$ cat config.mk
export PLATFORM = sky130hd
export DESIGN_NAME = base64_encoder_unpadded_unit_flat
export DESIGN_NICKNAME = d
export VERILOG_FILES = /design/src/hdl/b64e_pkg.sv /design/src/hdl/b64e_stream_if.sv /design/src/hdl/b64e_packer.sv /design/src/hdl/b64e_serializer.sv /design/src/hdl/base64_encoder_unpadded_unit.sv /design/src/flat_wrapper.sv
export SDC_FILE = /design/constraint.sdc
export NUM_CORES = 1
export LEC_CHECK = 0
export ABC_CLOCK_PERIOD_IN_PS = 2560
export BUFFER_PORTS_ARGS = -buffer_cell sky130_fd_sc_hd__buf_2
export CAP_MARGIN = 30
export CORE_ASPECT_RATIO = 2
export CORE_MARGIN = 2
export CORE_UTILIZATION = 27
export CTS_CLUSTER_DIAMETER = 150
export DETAILED_ROUTE_END_ITERATION = 8
export PLACE_DENSITY = 0.43
export SETUP_SLACK_MARGIN = 0.2
export SYNTH_ARGS = -nofsm -noshare
export SYNTH_HDL_FRONTEND = slang
export SYNTH_SLANG_ARGS = --single-unit
$ cat constraint.sdc
create_clock -name clock -period 2.56 [get_ports clock]
set_input_delay 0.768 -clock clock [delete_from_list [all_inputs] [get_ports clock]]
set_output_delay 0.768 -clock clock [all_outputs]
set_load 0.02 [all_outputs]
$ cat src/hdl/b64e_pkg.sv
package b64e_pkg;

   // One six-bit group of the encoded stream.
   typedef logic [5:0] sextet_type;

   // Number of characters a complete group of three bytes yields.
   localparam int unsigned GROUP_CHARS = 4;

   // Index of the last character of a group: 1, 2 or 3.
   typedef logic [$clog2(GROUP_CHARS)-1:0] char_idx_type;

   // A packed group of sextets ready for serialization.
   typedef struct packed {
      sextet_type [GROUP_CHARS-1:0] sextets;
      char_idx_type                 last_idx;
   } group_type;

   // Last-character indices of the three ways a group can close.
   localparam char_idx_type LAST_IDX_FULL = 2'd3;
   localparam char_idx_type LAST_IDX_TWO  = 2'd2;
   localparam char_idx_type LAST_IDX_ONE  = 2'd1;

   // Alphabet boundaries and ASCII offsets.
   localparam logic [7:0] UPPER_END   = 8'd26;
   localparam logic [7:0] LOWER_END   = 8'd52;
   localparam logic [7:0] DIGIT_END   = 8'd62;
   localparam logic [7:0] UPPER_BASE  = 8'h41;
   localparam logic [7:0] LOWER_BASE  = 8'h47;
   localparam logic [7:0] DIGIT_SHIFT = 8'd4;
   localparam logic [7:0] CHAR_PLUS   = 8'h2b;
   localparam logic [7:0] CHAR_SLASH  = 8'h2f;
   localparam sextet_type SEXTET_PLUS = 6'd62;

   // Maps a sextet to its character in the standard alphabet.
   function automatic logic [7:0] b64_char(input sextet_type s);
      logic [7:0] w;
      w = {2'b00, s};
      if (w < UPPER_END) begin
         return UPPER_BASE + w;
      end else if (w < LOWER_END) begin
         return LOWER_BASE + w;
      end else if (w < DIGIT_END) begin
         return w - DIGIT_SHIFT;
      end else if (s == SEXTET_PLUS) begin
         return CHAR_PLUS;
      end else begin
         return CHAR_SLASH;
      end
   endfunction

endpackage

$ cat src/hdl/b64e_stream_if.sv
// Byte channel into the encoder.
interface b64e_req_if;
   logic       valid;
   logic       ready;
   logic [7:0] data_byte;
   logic       final_byte;

   modport source (output valid, output data_byte, output final_byte, input ready);
   modport sink   (input valid, input data_byte, input final_byte, output ready);
endinterface

// Character channel out of the encoder.
interface b64e_rsp_if;
   logic       valid;
   logic       ready;
   logic [7:0] out_char;
   logic       last_char;

   modport source (output valid, output out_char, output last_char, input ready);
   modport sink   (input valid, input out_char, input last_char, output ready);
endinterface

$ cat src/hdl/b64e_packer.sv
module b64e_packer
   import b64e_pkg::*;
(
   input  logic       clock,
   input  logic       reset,
   b64e_req_if.sink   req,
   input  logic       grp_free,
   output logic       grp_load,
   output group_type  grp_data
);

   typedef enum logic [1:0] {
      PH_EMPTY,
      PH_ONE,
      PH_TWO
   } phase_type;

   phase_type  phase_ff, phase_in;
   logic [7:0] held_first_ff, held_first_in;
   logic [7:0] held_second_ff, held_second_in;
   logic       completes;
   logic       accept;

   // Splits three bytes into four sextets.
   function automatic group_type pack(input logic [7:0] b0, input logic [7:0] b1,
                                      input logic [7:0] b2, input char_idx_type last);
      group_type g;
      g.sextets[0] = b0[7:2];
      g.sextets[1] = {b0[1:0], b1[7:4]};
      g.sextets[2] = {b1[3:0], b2[7:6]};
      g.sextets[3] = b2[5:0];
      g.last_idx   = last;
      return g;
   endfunction

   // A word that closes a group needs the group register; others are only held.
   assign completes = (phase_ff == PH_TWO) || req.final_byte;
   assign req.ready = grp_free || !completes;
   assign accept    = req.valid && req.ready;
   assign grp_load  = accept && completes;

   // Next phase, held bytes and the group formed by this word.
   always_comb begin
      phase_in       = phase_ff;
      held_first_in  = held_first_ff;
      held_second_in = held_second_ff;
      case (phase_ff)
         PH_TWO: begin
            grp_data = pack(held_first_ff, held_second_ff, req.data_byte, LAST_IDX_FULL);
            if (accept) begin
               phase_in = PH_EMPTY;
            end
         end
         PH_ONE: begin
            grp_data = pack(held_first_ff, req.data_byte, 8'h00, LAST_IDX_TWO);
            if (accept) begin
               if (req.final_byte) begin
                  phase_in = PH_EMPTY;
               end else begin
                  held_second_in = req.data_byte;
                  phase_in       = PH_TWO;
               end
            end
         end
         default: begin
            grp_data = pack(req.data_byte, 8'h00, 8'h00, LAST_IDX_ONE);
            if (accept) begin
               if (req.final_byte) begin
                  phase_in = PH_EMPTY;
               end else begin
                  held_first_in = req.data_byte;
                  phase_in      = PH_ONE;
               end
            end
         end
      endcase
   end

   // Phase and held bytes.
   always_ff @(posedge clock) begin
      if (reset) begin
         phase_ff       <= PH_EMPTY;
         held_first_ff  <= 8'h00;
         held_second_ff <= 8'h00;
      end else begin
         phase_ff       <= phase_in;
         held_first_ff  <= held_first_in;
         held_second_ff <= held_second_in;
      end
   end

endmodule

$ cat src/hdl/b64e_serializer.sv
module b64e_serializer
   import b64e_pkg::*;
(
   input  logic       clock,
   input  logic       reset,
   input  logic       grp_load,
   input  group_type  grp_data,
   output logic       grp_free,
   b64e_rsp_if.source rsp
);

   group_type    grp_ff, grp_in;
   logic         grp_valid_ff, grp_valid_in;
   char_idx_type idx_ff, idx_in;
   logic         rsp_valid_ff, rsp_valid_in;
   logic [7:0]   char_ff, char_in;
   logic         last_ff, last_in;
   logic         out_load;
   logic         take;
   logic         grp_done;

   // The output register takes a character whenever it is empty or being drained.
   assign out_load = !rsp_valid_ff || rsp.ready;
   assign take     = grp_valid_ff && out_load;
   assign grp_done = take && (idx_ff == grp_ff.last_idx);
   assign grp_free = !grp_valid_ff || grp_done;

   // Group register and character index.
   always_comb begin
      grp_in       = grp_load ? grp_data : grp_ff;
      grp_valid_in = grp_load ? 1'b1 : (grp_done ? 1'b0 : grp_valid_ff);
      if (grp_load) begin
         idx_in = '0;
      end else if (take) begin
         idx_in = idx_ff + 1'b1;
      end else begin
         idx_in = idx_ff;
      end
   end

   // Output register with the alphabet lookup in front of it.
   always_comb begin
      rsp_valid_in = out_load ? take : rsp_valid_ff;
      char_in      = take ? b64_char(grp_ff.sextets[idx_ff]) : char_ff;
      last_in      = take ? (idx_ff == grp_ff.last_idx) : last_ff;
   end

   always_ff @(posedge clock) begin
      if (reset) begin
         grp_valid_ff <= 1'b0;
         idx_ff       <= '0;
         rsp_valid_ff <= 1'b0;
      end else begin
         grp_valid_ff <= grp_valid_in;
         idx_ff       <= idx_in;
         rsp_valid_ff <= rsp_valid_in;
      end
      grp_ff  <= grp_in;
      char_ff <= char_in;
      last_ff <= last_in;
   end

   assign rsp.valid     = rsp_valid_ff;
   assign rsp.out_char  = char_ff;
   assign rsp.last_char = last_ff;

endmodule

$ cat src/hdl/base64_encoder_unpadded_unit.sv
// Channel  Direction  Word                         Accepted when
// req      in         data_byte, final_byte        req.valid && req.ready
// rsp      out        out_char, last_char          rsp.valid && rsp.ready
//
// A byte that only joins a group is taken and yields no character.
// A closing byte moves its group to the group register; characters then leave
// one per cycle from the output register while the output is not stalled, and a
// group of three bytes yields four, limited by the single character output port.
// Synchronous reset empties the group, the group register and the output register.
// While the output stalls, bytes that do not close a group are still taken.
module base64_encoder_unpadded_unit
   import b64e_pkg::*;
(
   input  logic       clock,
   input  logic       reset,
   b64e_req_if.sink   req,
   b64e_rsp_if.source rsp
);

   logic      grp_load;
   logic      grp_free;
   group_type grp_data;

   // Byte grouping and sextet split.
   b64e_packer u_packer (
      .clock    (clock),
      .reset    (reset),
      .req      (req),
      .grp_free (grp_free),
      .grp_load (grp_load),
      .grp_data (grp_data)
   );

   // One character per cycle out of the group register while the output is not stalled.
   b64e_serializer u_serializer (
      .clock    (clock),
      .reset    (reset),
      .grp_load (grp_load),
      .grp_data (grp_data),
      .grp_free (grp_free),
      .rsp      (rsp)
   );

`ifndef SYNTHESIS
   // A group is never loaded over one that still has characters to send.
   a_load_free: assert property (@(posedge clock) disable iff (reset)
      grp_load |-> grp_free)
      else $error("group loaded while group register busy");

   // A freshly loaded group has at least two characters, so it is busy next cycle.
   a_load_busy: assert property (@(posedge clock) disable iff (reset)
      grp_load |=> !grp_free)
      else $error("group register free right after load");

   // Reset leaves no character on the output.
   a_reset_out: assert property (@(posedge clock)
      reset |=> !rsp.valid)
      else $error("output valid after reset");
`endif

endmodule

$ cat src/flat_wrapper.sv
// flat-port wrapper written by rule: the top's interface ports become plain ports
module base64_encoder_unpadded_unit_flat import b64e_pkg::*;
  (clock, reset, req_valid, req_data_byte, req_final_byte, req_ready, rsp_valid, rsp_out_char, rsp_last_char, rsp_ready);
  b64e_req_if req_i ();
  b64e_rsp_if rsp_i ();
  input  logic clock;
  input  logic reset;
  input wire logic [$bits(req_i.valid)-1:0] req_valid;
  input wire logic [$bits(req_i.data_byte)-1:0] req_data_byte;
  input wire logic [$bits(req_i.final_byte)-1:0] req_final_byte;
  output wire logic [$bits(req_i.ready)-1:0] req_ready;
  output wire logic [$bits(rsp_i.valid)-1:0] rsp_valid;
  output wire logic [$bits(rsp_i.out_char)-1:0] rsp_out_char;
  output wire logic [$bits(rsp_i.last_char)-1:0] rsp_last_char;
  input wire logic [$bits(rsp_i.ready)-1:0] rsp_ready;
  assign req_i.valid = req_valid;
  assign req_i.data_byte = req_data_byte;
  assign req_i.final_byte = req_final_byte;
  assign req_ready = req_i.ready;
  assign rsp_valid = rsp_i.valid;
  assign rsp_out_char = rsp_i.out_char;
  assign rsp_last_char = rsp_i.last_char;
  assign rsp_i.ready = rsp_ready;
  base64_encoder_unpadded_unit u_core (.clock(clock), .reset(reset), .req(req_i), .rsp(rsp_i));
endmodule
==> metrics.md, run 1 <==
| Metric | Value |
|---|---|
| Total cell area at the placement stage | 3059 sq um |
| Placed insts | a little under 400 |
| Wire length reported by the detailed router | about 5.8 mm |
| Average via count per standard cell | between 4 and 5 |
| Global-route wire length before repair | just under 10 mm |
| Final setup viols | 0 |
| Die ar. | about 11000 sq um |
| Cell at the root of the clock tree | sky130_fd_sc_hd__clkbuf_16 |
| Area taken by multi-input logic gates | ~1200 sq um |
| Syn Nets | 263 |
| Post-synth cell types | 40 |
| Total global routing overflow | 0 |
| Global-route track usage on met1 | a little under an eighth |
| Crit share post-route | between 80% and 90% |
| Die Y-Extent | ~150 microns |
| Final hold violations | 0 |
| Required time of the critical path | approximately 1800 ps |
| Layout fillers | 971 |
| Most used DFF post-synth | sky130_fd_sc_hd__edfxtp_1 |
| Total non-filler cell area in the finished layout | ~3400 sq um |
| Number of top-level design ports | 24 |
| Busiest metal layer after global routing | met2 |
| Final total negative setup slack | 0 ps |
| Area of the mapped netlist | around 2700 sq um |
| Number of diodes | 0 |
| Global router's overall resource usage | about 12% |
| Clock period minus worst slack | 2272 ps |
| GPL Wtd Cong | 0.7339 |
| Remaining DRCs | 0 |
| Met3 capacity usage during global routing | under 10% |
| Count of flip-flops with a built-in enable after synthesis | 35 |
| Cell count after synthesis | between 200 and 250 |
| Count of placed standard cells in the final layout, fillers left out | ~420 |
| Capturing element type of the critical path | output pin |
| Max Fclk | 0.4401 GHz |
| Core area | 9763 sq um |
| Initial antenna violation count | 0 |
| TritonCTS clock tree | built |
| Area growth syn-to-layout | 26.51% |
| Register area | approximately 1500 sq um |
| Pin count of the biggest net entering global routing | 28 |
| Count of synthesis-stage warnings from yosys | 0 |
| Clock sink count | between 50 and 60 |
| Number of H-tree branching levels | 3 |
| Buffer depth of the longest clock path | 2 |
| Floorplan die width | approximately 75 microns |
| Clock-pin slew of the registers on the worst-case setup and hold paths | approximately 50 ps |
| Routed vias | approximately 1800 |
| Type of the worst setup path | flop to output pin |
| Max Cap Violations | 0 |
| Arrival time of the worst setup path | 1500 ps |
| Result of the run | complete, no violations |
| Clock buffer count from CTS | 9 |
| Min Hold Slack | approximately 490 ps |
| Detail-routed net length per standard cell | between 10 and 15 microns |
| Largest driver fanout on the critical path | 5 |
| Peak VDD IR | approximately 330 uV |
| Worst slew margin relative to its limit | 71.25% |
| First-pass detailed-route iteration total | 4 |
| Initial cell density of the core | between 20% and 30% |
| Actual transition at the worst max-transition pin | about 430 ps |
| Share of synthesized flip-flops with an asynchronous set or reset | 0% |
| Number of buffers added on ports | 23 |
| Type of the most critical hold path | flop to flop |
| Total Nets Final | 301 |
| Number of nets with antenna violations after detailed routing | 0 |
| Latest clock arrival within the worst-skew pair | between 300 and 400 ps |
| Via count of the first global-routing pass | just under 2000 |
| Sort of element at the start of the critical path | flop |
| Leakage Power | around 0.0014 uW |
| Ratio of cells with drive above 1 in the final layout | a little over a quarter |
| Final core utilization | 35.23% |
| Number of DRC markers in iteration 0 | between 50 and 60 |
| Seq/Total Area, Yosys | between 50% and 60% |
| Max-slew violation count | 0 |
| Ratio of total power to cell area | about 750 nW/um^2 |
| Number of synthesized register bits | 57 |
| Clock Skews | between 2 and 3 ps |
| HPWL after detailed placement | about 4.4 mm |
| Setup repair after global routing missed its margin | yes |
| Cell row count | 51 |
| Average instance area after synthesis | roughly 11 sq um |
| Met2 track demand over resource | about 22% |
[worst max-delay path, stage by stage (launching register included)]
cell	delay, ps
sky130_fd_sc_hd__dfxtp_4	380
sky130_fd_sc_hd__buf_8	140
sky130_fd_sc_hd__xor2_4	160
sky130_fd_sc_hd__nor2_1	80
sky130_fd_sc_hd__a21boi_2	160
sky130_fd_sc_hd__o21ai_0	90
sky130_fd_sc_hd__buf_2	160
[metal layers]
metal  vias up  wire [microns]
met2        29            3453
met4         0             219
met5         -               0
met3        12             128
li1        936               -
met1       851            1998
[cells by family after synthesis]
family | Yosys count | share of synthesized area, %
and+or+nand+nor | 81 | 13.67
DFF | 57 | 54.86
AOI/OAI and AO/OA | 42 | 10.54
buffers and inverters | 24 | 3.727
muxes | 24 | 11.60
adders and majority gates | 8 | 3.682
xor gates and xnor gates | 6 | 1.933
[report_power, final]
group | switching (uW) | leakage, uW | internal, uW
sequential | 16.4 | 0.000517 | 1020
clock | 402 | 0.000150 | 840
combinational | 164 | 0.000708 | 124
total | 583 | 0.00137 | 1980
[final timing paths]
path / start / end / slack [ps] / cells past startpoint
worst min-delay path: u_core.u_packer.held_second_ff[5]$_SDFFE_PP0P_ / u_core.u_packer.held_second_ff[5]$_SDFFE_PP0P_ / 490 / 2
worst max-delay path: u_core.u_serializer.idx_ff[0]$_SDFFE_PP0P_ / req_ready / 290 / 6
worst max register to register: u_core.u_serializer.idx_ff[0]$_SDFFE_PP0P_ / u_core.u_serializer.rsp.out_char[4]$_DFFE_PP_ / 300 / 6
worst min register to register: u_core.u_packer.held_second_ff[5]$_SDFFE_PP0P_ / u_core.u_packer.held_second_ff[5]$_SDFFE_PP0P_ / 490 / 2
[cells in the mapped netlist (3+ instances only)]
master                     instances  share of area (%)
sky130_fd_sc_hd__and2_1           11                2.5
sky130_fd_sc_hd__a21oi_1           7                1.3
sky130_fd_sc_hd__nor2_1           32                4.4
sky130_fd_sc_hd__a22oi_1           8                2.2
sky130_fd_sc_hd__o21ai_0          14                2.6
sky130_fd_sc_hd__nand2_1          23                3.2
sky130_fd_sc_hd__nor3_1            4               0.74
sky130_fd_sc_hd__mux2i_1          18                6.6
sky130_fd_sc_hd__dfxtp_1          22                 16
sky130_fd_sc_hd__xor2_1            3               0.97
sky130_fd_sc_hd__edfxtp_1         35                 39
sky130_fd_sc_hd__clkbuf_1          9                1.2
sky130_fd_sc_hd__ha_1              8                3.7
sky130_fd_sc_hd__buf_2             3               0.55
sky130_fd_sc_hd__xnor2_1           3               0.97
sky130_fd_sc_hd__mux4_2            6                5.0
sky130_fd_sc_hd__inv_1             9                1.2
[repair_timing]
action	CTS	global route
hold buffers	0	0
gates cloned	0	0
setup endpoints to repair	3	5
pin swaps	2	1
gates resized for setup	9	3
buffers inserted	0	3
[layout by cell type, fill, tap and decap left out, types with 3 or more instances in the layout]
| cell | count |
|---|---|
| sky130_fd_sc_hd__edfxtp_1 | 35 |
| sky130_fd_sc_hd__nor2_1 | 31 |
| sky130_fd_sc_hd__nand2_1 | 23 |
| sky130_fd_sc_hd__buf_2 | 23 |
| sky130_fd_sc_hd__dfxtp_1 | 20 |
| sky130_fd_sc_hd__mux2i_1 | 18 |
| sky130_fd_sc_hd__buf_4 | 15 |
| sky130_fd_sc_hd__o21ai_0 | 14 |
| sky130_fd_sc_hd__and2_1 | 11 |
| sky130_fd_sc_hd__inv_1 | 9 |
| sky130_fd_sc_hd__clkbuf_16 | 9 |
| sky130_fd_sc_hd__a22oi_1 | 8 |
| sky130_fd_sc_hd__a21oi_1 | 7 |
| sky130_fd_sc_hd__mux4_2 | 6 |
| sky130_fd_sc_hd__ha_1 | 6 |
| sky130_fd_sc_hd__nor3_1 | 4 |
| sky130_fd_sc_hd__clkinv_1 | 3 |
| sky130_fd_sc_hd__xnor2_1 | 3 |
[stage by stage]
stage                     power [uW]  worst slack (ps)
after global routing            2674             192.3
after global placement          1331             186.8
after floorplan                 1238             208.1
final                           2567             288.0
after CTS                       2598             204.5
after detailed placement        1335             156.7
[final cells by class]
class / instances / area share [%]
repair buffers: 40 / 7.639
multi-input cells: 161 / 33.83
clock buffers: 9 / 6.548
inverters: 11 / 1.200
clock inverters: 7 / 2.474
well taps: 132 / 4.802
flip-flops and latches: 57 / 43.51
[registers in the layout (all words and copies together) (netlist names)]
| name | cells |
|---|---|
| u_core.u_serializer.rsp.valid | 1 |
| u_core.u_serializer.rsp.last_char | 1 |
| u_core.u_serializer.idx_ff | 2 |
| u_core.u_serializer.grp_ff | 26 |
| u_core.u_serializer.rsp.out_char | 8 |
| u_core.u_packer.held_first_ff | 8 |
| u_core.u_packer.held_second_ff | 8 |
| u_core.u_packer.phase_ff | 2 |
| u_core.u_serializer.grp_valid_ff | 1 |
No activity file was read; power rests on OpenSTA's default activity.
==> run 2, diff against run 1 <==
- CORE_MARGIN: 2 -> 5
- PLACE_DENSITY: 0.43 -> 0.54
==> run 2 against run 1 <==
Compared with the run above:
- sequential share of layout area up 0.83 points
- clock skew is 1.4 ps higher
- cell count up 0.72%
- clock power down 17%
- clock-buffer cell count is 1 higher
- critical path depth unchanged
- die area is 12% higher
- fmax grew 0.21%
- register-to-register slack about the same
- global-route usage decreased by 2.9 points
- highest routed layer unchanged
==> metrics.md, run 2 (synthesized netlist as in run 1, its figures left out) <==
| Metric | Value |
|---|---|
| Area growth syn-to-layout | 24.34% |
| Switching share of power | about a quarter |
| Wire length reported by the detailed router | 5.432 mm |
| Most flops, register | u_core.u_serializer.grp_ff |
| Clock sink count | between 50 and 60 |
| Flip-flop count of the largest register after layout | 26 |
| Type of the most critical hold path | flop to flop |
| Cell row count | 52 |
| Core area | ~10000 sq um |
| Initial cell density of the core | between 20% and 30% |
| Clock Skews | 4.404 ps |
| First-pass detailed-route iteration total | 4 |
| Clock-pin slew of the registers on the worst-case setup and hold paths | roughly 50 ps |
| Total global routing overflow | 0 |
| Worst-case reg-to-reg path depth | 9 |
| Buffer depth of the longest clock path | 2 |
| Global router's overall resource usage | under 10% |
| Type of the worst setup path | flop to output pin |
| Actual transition at the worst max-transition pin | ~600 ps |
| Ratio of cells with drive above 1 in the final layout | 25.26% |
| Part of the power in combinational logic | 11.8% |
| Routed vias | between 1500 and 2000 |
| Final hold violations | 0 |
| Required time of the critical path | 1790 ps |
| Post-CTS Hold Buffers | 0 |
| Average via count per standard cell | 4.343 |
| WHS Path Cells | 2 |
| Via count of the first global-routing pass | about 1800 |
| Die Y-Extent | ~150 microns |
| Clock buffer count from CTS | 9 |
| Capturing element type of the critical path | output pin |
| Ratio of total power to cell area | between 600 and 700 nW/um^2 |
| Number of H-tree branching levels | 3 |
| Floorplan die width | roughly 81 microns |
| Remaining DRCs | 0 |
| Setup repair after global routing missed its margin | no |
| Portion of total power attributed to sequential cells | 44.2% |
| GPL Wtd Cong | just under 0.8 |
| Leakage Power | 0.001358 uW |
| Global-route wire length before repair | between 8 and 9 mm |
| Worst slew margin relative to its limit | 60.84% |
| Arrival time of the worst setup path | approximately 1500 ps |
| Most used cells in the layout excluding fill and tap cells | sky130_fd_sc_hd__edfxtp_1 (35), sky130_fd_sc_hd__nor2_1 (31), sky130_fd_sc_hd__nand2_1 (23) |
| Cell at the root of the clock tree | sky130_fd_sc_hd__clkbuf_16 |
| TritonCTS clock tree | built |
| Max Cap Violations | 0 |
| Clk pwr share | around 44% |
| Max Fclk | 0.4411 GHz |
| Initial antenna violation count | 0 |
| Number of nets with antenna violations after detailed routing | 0 |
| Number of DRC markers in iteration 0 | 39 |
| Total Nets Final | around 300 |
| Largest driver fanout on the critical path | 5 |
| Final core utilization | 33.74% |
| Max-slew violation count | 0 |
| HPWL after detailed placement | about 4.2 mm |
| Most common cell after layout, fill and taps aside | sky130_fd_sc_hd__edfxtp_1 |
| Number of buffers added on ports | 23 |
| Final setup viols | 0 |
| Peak VDD IR | between 300 and 400 uV |
| Latest clock arrival within the worst-skew pair | approximately 320 ps |
| Final total negative setup slack | 0 ps |
| Number of top-level design ports | 24 |
| Result of the run | complete, no violations |
| Pin count of the biggest net entering global routing | 29 |
| Die ar. | between 10000 and 15000 sq um |
| Sort of element at the start of the critical path | flop |
| Internal Dissipation | approximately 1800 uW |
| NetSw | approximately 560 uW |
| Number of diodes | 0 |
| Detail-routed net length per standard cell | approximately 13 microns |
| Crit share post-route | a little under 90% |
| Clock period minus worst slack | around 2300 ps |
run 2: area by class of cell:
type	count	area, sq um
clock buffers	10	229.0
well taps	135	168.9
flip-flops and latches	57	1499
inverters	11	41.29
repair buffers	40	252.7
fillers	1082	6639
multi-input cells	161	1155
clock inverters	6	35.03
run 2: power by group through the flow:
stage	combinational (uW)	sequential [uW]	clock (uW)
floorplan	177	1060	0
global placement	262	1050	0
detailed placement	267	1050	0
CTS	271	1040	1060
global route	303	1040	1100
finish	277	1040	1030
run 2: metal layers:
layer	global-route usage, %	vias up	share of wire [%]
met5	0	-	0
met1	7.226	851	32
met3	2.488	11	2.4
met4	6.849	0	3.8
met2	18.48	27	62
li1	-	935	-
run 2: what timing repair did:
action | CTS | global route
endpoints found under the setup margin | 1 | 1
pin swaps | 2 | 1
resized for setup | 6 | 6
setup buffers | 1 | 4
run 2: final timing paths:
| path | startpoint | to | slack [ps] |
|---|---|---|---|
| max | u_core.u_serializer.idx_ff[0]$_SDFFE_PP0P_ | req_ready | 290 |
| min | u_core.u_packer.held_second_ff[7]$_SDFFE_PP0P_ | u_core.u_packer.held_second_ff[7]$_SDFFE_PP0P_ | 490 |
| max reg2reg | u_core.u_serializer.idx_ff[0]$_SDFFE_PP0P_ | u_core.u_serializer.rsp.out_char[4]$_DFFE_PP_ | 300 |
| min reg2reg | u_core.u_packer.held_second_ff[7]$_SDFFE_PP0P_ | u_core.u_packer.held_second_ff[7]$_SDFFE_PP0P_ | 490 |
run 2: through the flow:
| step | cell area [sq um] | setup WS [ps] | cells | hold slack, ps | power (uW) |
|---|---|---|---|---|---|
| final | 3381 | 292.8 | 420 | 492.2 | 2344 |
| after global routing | 3381 | 199.0 | 420 | 525.6 | 2443 |
| after CTS | 3328 | 212.8 | 416 | 496.3 | 2371 |
| after detailed placement | 3035 | 207.0 | 399 | 485.0 | 1321 |
| after global placement | 3035 | 229.8 | 399 | 476.7 | 1315 |
| after floorplan | 2721 | 208.1 | 242 | 463.3 | 1238 |
run 2: worst max-delay path, cell delays in order (launching register included):
cell                       delay, ps
sky130_fd_sc_hd__dfxtp_4         380
sky130_fd_sc_hd__buf_8           130
sky130_fd_sc_hd__xor2_4          150
sky130_fd_sc_hd__nor2_1           70
sky130_fd_sc_hd__a21boi_1        190
sky130_fd_sc_hd__o21ai_1          90
sky130_fd_sc_hd__buf_4           160
==> run 3, diff against run 2 <==
- SETUP_SLACK_MARGIN: 0.2 -> 0.4
==> run 3 against run 2 <==
Compared with the run above:
- first-iteration DRC count is 23% lower
- non-clock buffer count is 6 higher
- worst hold slack better by 1.0 ps
- sequential share of layout area is 1.8 points lower
- sequential power hardly changed
- register-to-register slack better by 30 ps
- critical endpoint is now u_core.u_serializer.rsp.out_char[4]$_DFFE_PP_
- largest power group unchanged
- highest routed layer unchanged
==> metrics.md, run 3 (synthesized netlist as in run 1, its figures left out) <==
| Metric | Value |
|---|---|
| Cell Chain, Critical Path | mux4_2, ha_4, o21ai_4, o21ai_4, and3_1, o32a_1 |
| Met3 WL | about 200 microns |
| Average via count per standard cell | around 4.4 |
| Via count of the first global-routing pass | ~2000 |
| Wire length reported by the detailed router | 5.793 mm |
| Number of top-level design ports | 24 |
| Sort of element at the start of the critical path | flop |
| Max-slew violation count | 0 |
| Die ar. | roughly 12000 sq um |
| Type of the worst setup path | flop to flop |
| Start of the worst register-to-register path | u_core.u_serializer.idx_ff[0]$_SDFFE_PP0P_ |
| Area growth syn-to-layout | 29.50% |
| Number of DRC markers in iteration 0 | 30 |
| Layout fillers | between 1000 and 1500 |
| Remaining DRCs | 0 |
| Buffer depth of the longest clock path | 2 |
| Leakage Power | ~0.0014 uW |
| Actual transition at the worst max-transition pin | about 600 ps |
| Buffers plus inverters on the worst setup path | 0 |
| Final total negative setup slack | 0 ps |
| Largest driver fanout on the critical path | 5 |
| Clock Skews | a little over 9 ps |
| Most used cells in the layout excluding fill and tap cells | sky130_fd_sc_hd__edfxtp_1 (35), sky130_fd_sc_hd__nor2_1 (30), sky130_fd_sc_hd__nand2_1 (23) |
| Clock period minus worst slack | between 2000 and 2500 ps |
| Clock-pin slew of the registers on the worst-case setup and hold paths | roughly 50 ps |
| Result of the run | complete, no violations |
| Launching instance or port of the critical path | u_core.u_serializer.idx_ff[0]$_SDFFE_PP0P_ |
| Part of the power in combinational logic | around 14% |
| Number of buffers added on ports | 23 |
| Required time of the critical path | approximately 2600 ps |
| Final hold violations | 0 |
| Total Nets Final | 308 |
| Setup repair after global routing missed its margin | yes |
| Capturing element type of the critical path | flop |
| Max Fclk | between 0.4 and 0.5 GHz |
| Floorplan die width | around 81 microns |
| Global router's overall resource usage | between 10% and 20% |
| Total cell area at the placement stage | just over 3000 sq um |
| Max Cap Violations | 0 |
| Min Hold Slack | just under 500 ps |
| CP most frequent cell | sky130_fd_sc_hd__o21ai_4 |
| Ratio of total power to cell area | a little under 700 nW/um^2 |
| TritonCTS clock tree | built |
| Detail-routed net length per standard cell | about 14 microns |
| Pin count of the biggest net entering global routing | 29 |
| Type of the most critical hold path | flop to flop |
| Ratio of cells with drive above 1 in the final layout | around 30% |
| Cell row count | 52 |
| Total global routing overflow | 0 |
| HPWL after detailed placement | around 4.3 mm |
| Master of the slowest instance on the critical path | sky130_fd_sc_hd__mux4_2 |
| Latest clock arrival within the worst-skew pair | approximately 320 ps |
| Clock sink count | 57 |
| Number of nets with antenna violations after detailed routing | 0 |
| Number of diodes | 0 |
| Hold path startpoint | u_core.u_packer.held_first_ff[3]$_SDFFE_PP0P_ |
| Initial cell density of the core | between 20% and 30% |
| Portion of total power attributed to sequential cells | 43.7% |
| Highest signal layer in the routed design | met4 |
| Number of H-tree branching levels | 3 |
| Arrival time of the worst setup path | ~2300 ps |
| Most common cell after layout, fill and taps aside | sky130_fd_sc_hd__edfxtp_1 |
| Die Y-Extent | ~150 microns |
| Crit share post-route | between 80% and 90% |
| Core area | about 10000 sq um |
| Length of routed wiring on met1 | approximately 1.8 mm |
| Worst slew margin relative to its limit | between 60% and 70% |
| Initial antenna violation count | 0 |
| Clock buffer count from CTS | 9 |
| Met2 wirelength from detailed routing | approximately 3.5 mm |
| Switching share of power | a little under a quarter |
| Total non-filler cell area in the finished layout | around 3500 sq um |
| Final setup viols | 0 |
| Routed vias | roughly 1900 |
| Most flops, register | u_core.u_serializer.grp_ff |
| NetSw | around 570 uW |
| Global-route wire length before repair | just under 10 mm |
| Cell at the root of the clock tree | sky130_fd_sc_hd__clkbuf_16 |
| First-pass detailed-route iteration total | 4 |
| Worst path max stage delay | 630 ps |
| Crit-path leading delay family | multiplexers |
| Peak VDD IR | ~310 uV |
| Internal Dissipation | ~1800 uW |
| Post-CTS Hold Buffers | 0 |
| Flip-flop count of the largest register after layout | 26 |
| Clk pwr share | 42.5% |
| GPL Wtd Cong | between 0.8 and 0.9 |
==> run 3: worst register-to-register path: stages (launching register included) <==
cell and delay (ps):
sky130_fd_sc_hd__dfxtp_4 380, sky130_fd_sc_hd__mux4_2 630, sky130_fd_sc_hd__ha_4 220, sky130_fd_sc_hd__o21ai_4 210
sky130_fd_sc_hd__o21ai_4 100, sky130_fd_sc_hd__and3_1 150, sky130_fd_sc_hd__o32a_1 280
==> run 3: what timing repair did <==
action | CTS | global route
resized for setup | 18 | 5
cloned | 1 | 0
setup buffers | 12 | 3
pin swaps | 7 | 7
setup endpoints to repair | 6 | 6
==> run 3: area by class of cell <==
cell class	instances	area [sq um]	share of cell area [%]
tap	135	168.9	4.797
sequential	57	1499	42.57
clock buffer	12	236.5	6.716
multi-input combinational	162	1247	35.43
timing repair buffer	46	305.3	8.671
clock inverter	4	20.02	0.5686
inverter	11	43.79	1.244
==> run 3: final timing paths <==
check,to,slack (ps),depth (start not counted)
setup / recovery,u_core.u_serializer.rsp.out_char[4]$_DFFE_PP_,330,6
hold reg to reg,u_core.u_packer.held_first_ff[3]$_SDFFE_PP0P_,490,2
setup reg to reg,u_core.u_serializer.rsp.out_char[4]$_DFFE_PP_,330,6
hold / removal,u_core.u_packer.held_first_ff[3]$_SDFFE_PP0P_,490,2
==> run 3: routing by layer <==
layer  global-route usage, %  up-vias
li1                        -      953
met1                   9.296      893
met2                   20.36       32
met3                   2.547       17
met4                   6.446        0
met5                       0        -
==> run 3: stage by stage <==
stage               setup WS [ps]  cells  power (uW)  utilization, %
finish                      332.0    427        2377           35.14
global route                237.9    427        2488           35.14
CTS                         317.9    424        2405           34.72
detailed placement          213.4    395        1330           30.46
global placement            251.5    395        1322           30.46
floorplan                   332.4    242        1250               -
==> run 3: power groups by stage <==
stage               registers [uW]  clock network [uW]  logic, uW
detailed placement            1060                   0        273
finish                        1040                1010        328
global route                  1040                1080        364
CTS                           1040                1050        316
global placement              1060                   0        267
floorplan                     1060                   0        188
